===== config.mk =====
export PLATFORM = sky130hd
export DESIGN_NAME = color_gradient_interpolator_top
export DESIGN_NICKNAME = d
export VERILOG_FILES = /design/src/crg_pkg.sv /design/src/color_gradient_interpolator_top.sv /design/src/crg_div.sv
export SDC_FILE = /design/constraint.sdc
export NUM_CORES = 1
export LEC_CHECK = 0
export BUFFER_PORTS_ARGS = -buffer_cell sky130_fd_sc_hd__buf_2
export CAP_MARGIN = 20
export CORE_ASPECT_RATIO = 1.1
export CORE_MARGIN = 2
export CORE_UTILIZATION = 63
export DETAILED_ROUTE_END_ITERATION = 7
export PLACE_DENSITY_LB_ADDON = 0.12
export SLEW_MARGIN = 15
export SYNTH_ARGS = -nofsm -noshare
export SYNTH_HDL_FRONTEND = slang
export SYNTH_SLANG_ARGS = --single-unit

===== constraint.sdc =====
create_clock -name clk -period 4.1 [get_ports clk]
set_clock_uncertainty 0.2 [all_clocks]
set_input_delay 0 -clock clk [delete_from_list [all_inputs] [get_ports clk]]
set_output_delay 0 -clock clk [all_outputs]
set_load 0.005 [all_outputs]

===== src/crg_pkg.sv =====
package crg_pkg;

  localparam int CHAN_W    = 5;
  localparam int FRAC_BITS = 16;
  localparam int NUM_CHAN  = 3;
  localparam int CNT_W     = 6;
  localparam int DVD_W     = CHAN_W + FRAC_BITS;
  localparam int ACC_W     = DVD_W + 1;
  localparam int DIV_W     = CNT_W;
  localparam int STEP_W    = $clog2(DVD_W);
  localparam int COLOR_W   = 16;
  localparam int IDX_W     = 5;
  localparam int RED_POS   = 11;
  localparam int GREEN_POS = 6;

  typedef logic [CHAN_W-1:0]       chan_t;
  typedef logic [DVD_W-1:0]        dvd_t;
  typedef logic [DIV_W-1:0]        divisor_t;
  typedef logic signed [ACC_W-1:0] acc_t;

endpackage


===== src/color_gradient_interpolator_top.sv =====
// An accepted beat runs a bit-serial divide (ST_DIV), then issues its colors (ST_EMIT).
// Colors go out one per cycle while out_stall lets the output move; a run gives
// min(step_count, MAX_STEPS) colors, a zero step count none.
// The three channel divisions run in parallel, one quotient bit per cycle.
// A new input beat is taken only when the previous run is fully issued.
// Reset (rst, synchronous) clears the sequencer and the output valid.
module color_gradient_interpolator_top
  import crg_pkg::*;
#(
  parameter int MAX_STEPS = 32
) (
  input  logic               clk,
  input  logic               rst,
  input  logic               in_valid,
  output logic               in_stall,
  input  logic [CHAN_W-1:0]  start_red,
  input  logic [CHAN_W-1:0]  start_green,
  input  logic [CHAN_W-1:0]  start_blue,
  input  logic [CHAN_W-1:0]  end_red,
  input  logic [CHAN_W-1:0]  end_green,
  input  logic [CHAN_W-1:0]  end_blue,
  input  logic [CNT_W-1:0]   step_count,
  output logic               out_valid,
  input  logic               out_stall,
  output logic [COLOR_W-1:0] packed_color,
  output logic [IDX_W-1:0]   step_index,
  output logic               last_color
);

  localparam logic [1:0] ST_IDLE = 2'd0;
  localparam logic [1:0] ST_DIV  = 2'd1;
  localparam logic [1:0] ST_EMIT = 2'd2;

  logic [1:0]        state;
  logic [STEP_W-1:0] step;
  divisor_t          last_idx;
  logic [CNT_W-1:0]  pos;
  logic              in_fire;
  logic              div_load;
  logic              div_shift;
  logic              emit;
  logic              emit_last;

  chan_t             st_chan [NUM_CHAN];
  chan_t             en_chan [NUM_CHAN];
  logic              neg     [NUM_CHAN];
  dvd_t              dividend[NUM_CHAN];
  dvd_t              quot    [NUM_CHAN];
  acc_t              acc     [NUM_CHAN];

  assign st_chan[0] = start_red;
  assign st_chan[1] = start_green;
  assign st_chan[2] = start_blue;
  assign en_chan[0] = end_red;
  assign en_chan[1] = end_green;
  assign en_chan[2] = end_blue;

  assign in_stall  = (state != ST_IDLE);
  assign in_fire   = in_valid && !in_stall;
  assign div_load  = in_fire && (step_count != '0);
  assign div_shift = (state == ST_DIV);
  assign emit      = (state == ST_EMIT) && (!out_valid || !out_stall);
  assign emit_last = (pos == last_idx);

  for (genvar c = 0; c < NUM_CHAN; c++) begin : g_chan
    chan_t mag;

    assign mag         = (en_chan[c] < st_chan[c]) ? (st_chan[c] - en_chan[c])
                                                   : (en_chan[c] - st_chan[c]);
    assign dividend[c] = {mag, {FRAC_BITS{1'b0}}};

    crg_div u_div (
      .clk      (clk),
      .load     (div_load),
      .shift    (div_shift),
      .dividend (dividend[c]),
      .divisor  (last_idx),
      .quotient (quot[c])
    );

    always_ff @(posedge clk) begin
      if (div_load) begin
        neg[c] <= (en_chan[c] < st_chan[c]);
        acc[c] <= {1'b0, st_chan[c], {FRAC_BITS{1'b0}}};
      end else if (emit) begin
        acc[c] <= neg[c] ? (acc[c] - {1'b0, quot[c]}) : (acc[c] + {1'b0, quot[c]});
      end
    end
  end

  always_ff @(posedge clk) begin
    if (rst) begin
      state <= ST_IDLE;
    end else begin
      case (state)
        ST_IDLE: begin
          if (div_load) begin
            state <= ST_DIV;
          end
        end
        ST_DIV: begin
          if (step == STEP_W'(DVD_W - 1)) begin
            state <= ST_EMIT;
          end
        end
        ST_EMIT: begin
          if (emit && emit_last) begin
            state <= ST_IDLE;
          end
        end
        default: state <= ST_IDLE;
      endcase
    end
  end

  always_ff @(posedge clk) begin
    if (div_load) begin
      step <= '0;
      pos  <= '0;
      if (int'(step_count) > MAX_STEPS) begin
        last_idx <= DIV_W'(MAX_STEPS - 1);
      end else begin
        last_idx <= DIV_W'(int'(step_count) - 1);
      end
    end else begin
      if (div_shift) begin
        step <= step + 1'b1;
      end
      if (emit) begin
        pos <= pos + 1'b1;
      end
    end
  end

  // output beat register
  always_ff @(posedge clk) begin
    if (rst) begin
      out_valid <= 1'b0;
    end else if (emit) begin
      out_valid <= 1'b1;
    end else if (!out_stall) begin
      out_valid <= 1'b0;
    end
  end

  always_ff @(posedge clk) begin
    if (emit) begin
      packed_color <= {acc[0][ACC_W-2 -: CHAN_W], acc[1][ACC_W-2 -: CHAN_W], 1'b0,
                       acc[2][ACC_W-2 -: CHAN_W]};
      step_index   <= pos[IDX_W-1:0];
      last_color   <= emit_last;
    end
  end

endmodule


===== src/crg_div.sv =====
module crg_div
  import crg_pkg::*;
(
  input  logic     clk,
  input  logic     load,
  input  logic     shift,
  input  dvd_t     dividend,
  input  divisor_t divisor,
  output dvd_t     quotient
);

  divisor_t         rem;
  dvd_t             dvd;
  logic [DIV_W:0]   trial;
  logic [DIV_W:0]   diff;
  logic             qbit;

  // restoring division, one quotient bit per cycle in which shift is asserted
  always_comb begin
    trial = {rem, dvd[DVD_W-1]};
    diff  = trial - {1'b0, divisor};
    qbit  = (trial >= {1'b0, divisor});
  end

  always_ff @(posedge clk) begin
    if (load) begin
      rem <= '0;
      dvd <= dividend;
    end else if (shift) begin
      rem <= qbit ? diff[DIV_W-1:0] : trial[DIV_W-1:0];
      dvd <= {dvd[DVD_W-2:0], qbit};
    end
  end

  assign quotient = dvd;

endmodule


## Yosys cells after proc, flatten, opt, wreduce, memory -nomap -nowiden

Memories as Yosys holds them, arrays and structs flattened.
Index checks and enable logic that the tools add are counted.

- Memory bits (writable): 69
- Memories: 2
- Logic and storage cells: 97
- Output and inout bits: 24
- Bits in registers: 122

Memory list:

| memory | words | bits a word | rd ports | clocked after Yosys merged registers in | write ports | line | source |
|---|---|---|---|---|---|---|---|
| acc | 3 | 22 | 3 | 0 | 3 | color_gradient_interpolator_top.sv:49 | `acc_t acc [NUM_CHAN];` |
| neg | 3 | 1 | 3 | 0 | 3 | color_gradient_interpolator_top.sv:46 | `logic neg [NUM_CHAN];` |

- Add/subtract/negate cells: 18
- Bitwise gates (word level): 3
- Equality and inequality tests: 8
- Magnitude comparators: 7
- Reduce and logical (&&, ||, !) cells: 13
- Muxes and demuxes: 29

Operators by type and width:

| kind | count |
|---|---|
| two-way mux 22 bit | 6 |
| two-way mux 21 bit | 6 |
| adder 22 x 21 -> 22 bit | 3 |
| subtractor 22 x 21 -> 22 bit | 3 |
| subtractor 5 bit | 6 |
| >= comparator 7 x 6 -> 1 bit | 3 |
| two-way mux 6 bit | 3 |
| subtractor 6 bit | 3 |
| < comparator 5 bit | 3 |
| two-way mux 5 bit | 3 |
| two-way mux 1 bit | 7 |
| adder 6 x 1 -> 6 bit, second input constant | 1 |
| == test 6 bit | 1 |
| > comparator 6 bit, second input constant | 1 |
| two-way mux 2 bit | 3 |
| inequality test 2 x 1 -> 1 bit, second input constant | 3 |
| one-hot mux 2 bit (3 select lines) | 1 |
| nonzero test 6 bit | 1 |
| subtractor 6 x 1 -> 6 bit, second input constant | 1 |
| adder 5 x 1 -> 5 bit, second input constant | 1 |
| == test 5 bit, second input constant | 1 |
| logical AND 1 bit | 4 |
| nonzero test 2 bit | 2 |
| zero test 1 bit | 3 |
| 7 further kinds | 9 |

## Longest topological paths before layout

- Depth after elaboration: 7
- Depth in mapped cells: 15

## Cells and area by module

From an unflattened synthesis, not the netlist that was laid out.

- Cells, all modules: 1425
- Area, all modules: 13917.1 um2

By module, submodules not included:

| module | cells each | seq. area each (um2) | area each (um2) | instances |
|---|---|---|---|---|
| color_gradient_interpolator_top | 1059 | 3072.9 | 9502.9 | 1 |
| crg_div | 122 | 750.7 | 1471.4 | 3 |

## Worst setup path after synthesis

Ideal clock, no wire load.

- Kind: reg2reg
- Start point: reg g_chan[1].u_div.dvd[5]
- End point: mem acc[1][18] (netlist name) (data pin)
- Stages on the path, launching flop included: 15
- Data arrival time: 3062 ps
- Slack: 573 ps
- Library setup time: 265 ps
- Cell sequence: dfxtp_1 > buf_6 > or4_4 > nor3_4 > nand2_1 > nor3_1 > a21oi_1 > xnor2_1 > ha_1 > a211o_1 > a2111oi_0 > nor3_1 > a32oi_1 > xor2_1 > o21ai_0

RTL lines:

| element | line | source |
|---|---|---|
| start: declaration | crg_div.sv:13 | `dvd_t dvd;` |
| start signal: assignment | crg_div.sv:28 | `dvd <= dividend;` |
| start signal: assignment | crg_div.sv:31 | `dvd <= {dvd[DVD_W-2:0], qbit};` |
| end: declaration | color_gradient_interpolator_top.sv:49 |  |

==> impl_metrics.tcl <==
set metrics [dict create \
    finalHoldViolCount 0 \
    io_buffers 62 \
    routed_wl_um 29200 \
    ys_ff_latch 188 \
    synth_cells 1362 \
    fin_nets 1615 \
    fin_setup_tns_ns 0 \
    cp_data_arrival_time_ns 3.76 \
    synth.distinct_cells 64 \
    finalWeightedCongestion 0.890 \
    via_count 10300 \
    synthTopCellsByArea "edfxtp_1 (26%), dfxtp_1 (13%), ha_1 (11%)" \
    cp-start-kind "flip-flop" \
    synth_edf_count 108 \
    cts_tree "done" \
    max_cap_violations 0 \
    rsz0062_at_grt "no" \
    max-slew-margin-rel_pct 28.9 \
    layout.cells.non_filler 1715 \
    holdCritPathClass "in -> reg" \
    start_util_pct 64.1 \
    first_global_vias 10200 \
    fp-row-count 54 \
    postRouteAntennaNets 0 \
    cp-end-kind "flip-flop" \
    clock_latency_ns 0.44 \
    outcome "finished clean" \
    drv_slew 0 \
    dieArea_um2 21300 \
    fill_cells 1506 \
    power_density_nw_per_um2 460 \
    cts_buffers 17 \
    die-height_um 153 \
    ys.flop_type "edfxtp_1" \
    hpwl_um 20800 \
    power_leakage_nw 5.72 \
    setup_viol 0 \
    dpl.cell_count 1643 \
    crit_fanout 7 \
    first_pass_iters 5 \
    synth_most_common_cell "nor2_1" \
    area_delta_synth_final_pct 12.3 \
    clockBufferDepth 2 \
    grt_max_degree 56 \
    yosysTopAreaCell "edfxtp_1" \
    cts.clk_slew.worst_paths_ns 0.08 \
    drt_iter0_drc 777 \
    drc 0 \
    cts_max_level 4 \
    synth_nets 1527 \
    synth_common_cells "nor2_1 (127), ha_1 (113), edfxtp_1 (108), nand2_1 (102)" \
    vias_per_cell 6.03 \
    core_area_um2 19800 \
    grt_overflow 0 \
    grt_util_all_layers_pct 27.6 \
    fin_crit_ns 3.79 \
    antenna_found_initial 1 \
    max_freq_mhz 264 \
    ys_async_sr_fraction_pct 0 \
    ys_warn_count 0 \
    ir_drop_uv 394 \
    die_width_um 139 \
    num_antenna_cells 0 \
    io-pin-count 64 \
    seqCellArea_um2 4840 \
    cts-root-buf "clkbuf_16" \
    fin_crit_sh_pct 92.3 \
    ys_seq_area_share_pct 38.2 \
    worstMarginPinSlew_ns 1.07 \
    clock-sinks 188 \
    routedWlPerCell_um 17.0 \
    syn_area_um2 12700 \
    drive_gt1_share_pct 9.09 \
    worstSetupPathType "reg -> reg" \
    critPathRequiredTime_ns 4.07 \
    synth_top_area_share_pct 25.5 \
    multiInputGateArea_um2 7340 \
    grt_pass1_wl_um 48300 \
    avgSynthCellArea_um2 9.32 \
]
-- state kept, by name (all words and copies together) (netlist names) --
signal / flops
acc: 63
packed_color: 15
g_chan.u_div.quotient: 63
g_chan.u_div.rem: 18
step: 5
last_idx: 6
state: 2
neg: 3
step_index: 5
out_valid: 1
pos: 6
last_color: 1
-- layout by cell type (no fill, tap or decap), types with 20 or more instances in the layout --
master and instances:
xor2_1 39, nor3_1 33, xnor2_1 99, inv_1 85, nor2b_1 20, ha_1 113
a21oi_1 89, o21ai_0 99, edfxtp_1 108, nor2_1 126, buf_2 62, a22o_1 33
dfxtp_1 80, nand2_1 100, dlygate4sd3_1 40
-- path summary, 6_finish.rpt --
kind	startpoint	end	slack, ns	cells after the start
worst max-delay path	g_chan[0].u_div.quotient[5]	acc[0][20]	0.31	13
worst min-delay path	end_blue[1]	g_chan[2].u_div.quotient[17]	0.02	4
worst max register to register	g_chan[0].u_div.quotient[5]	acc[0][20]	0.31	13
worst min register to register	g_chan[2].u_div.rem[5]	g_chan[2].u_div.rem[5]	0.26	2
-- critical path: stages, from the launching register on --
cell,delay (ns)
dfxtp_1,0.38
or4_4,0.59
nor3_4,0.24
nand2_1,0.08
nor3_1,0.33
nor2_1,0.10
xnor2_1,0.14
ha_1,0.36
a21oi_1,0.26
o21ai_0,0.18
a221oi_1,0.30
o31ai_1,0.14
xnor2_1,0.17
o21ai_1,0.07
-- where the power goes --
part / total, mW / switching, mW / internal [mW] / leakage (nW)
Combinational: 2.61 / 1.48 / 1.13 / 3.75
Sequential: 2.26 / 0.119 / 2.15 / 1.70
Clock: 1.68 / 0.767 / 0.913 / 0.273
-- timing repair --
item	4_1_cts	5_1_grt
endpoints found under the setup margin	0	1
hold buffers	40	0
setup buffers	0	0
hold endpoints to repair	33	0
gates resized for setup	0	1
-- metal layers --
metal	vias up	track usage, %	part of all wire (%)
met4	2	9.57	2.2
li1	5105	-	-
met5	-	0	0.045
met1	4879	35.9	44
met3	47	3.79	5.2
met2	310	47.4	49
-- stage by stage --
| stage | hold WS (ns) | instance area [um^2] | util [%] | power (mW) | setup slack, ns |
|---|---|---|---|---|---|
| final | 0.0214 | 14300 | 72.0 | 6.56 | 0.315 |
| after global routing | 0.0546 | 14300 | 72.0 | 6.97 | 0.00169 |
| after CTS | 0.0142 | 14300 | 72.0 | 6.56 | 0.280 |
| after detailed placement | -0.0115 | 13300 | 67.0 | 4.84 | 0.282 |
| after global placement | -0.0140 | 13200 | 66.8 | 4.78 | 0.416 |
| after floorplan | -0.131 | 12700 | - | 4.28 | 0.573 |
-- layout make-up --
cell class,instances,area share (%)
clock buffer,18,3.01
tap,252,2.21
inverter,85,2.24
clock inverter,14,1.15
multi-input combinational,1041,51.5
timing repair buffer,117,5.91
sequential,188,34.0
-- logic make-up after synthesis --
logic type / share of synthesized area [%]
AOI/OAI and AO/OA: 18.5
adders and majority gates: 13.0
and+or+nand+nor: 14.8
buffers and inverters: 4.16
DFF: 38.2
muxes: 1.51
xor gates and xnor gates: 9.77
other: 0.0295
Note: power is estimated with default switching activity, not from simulation.
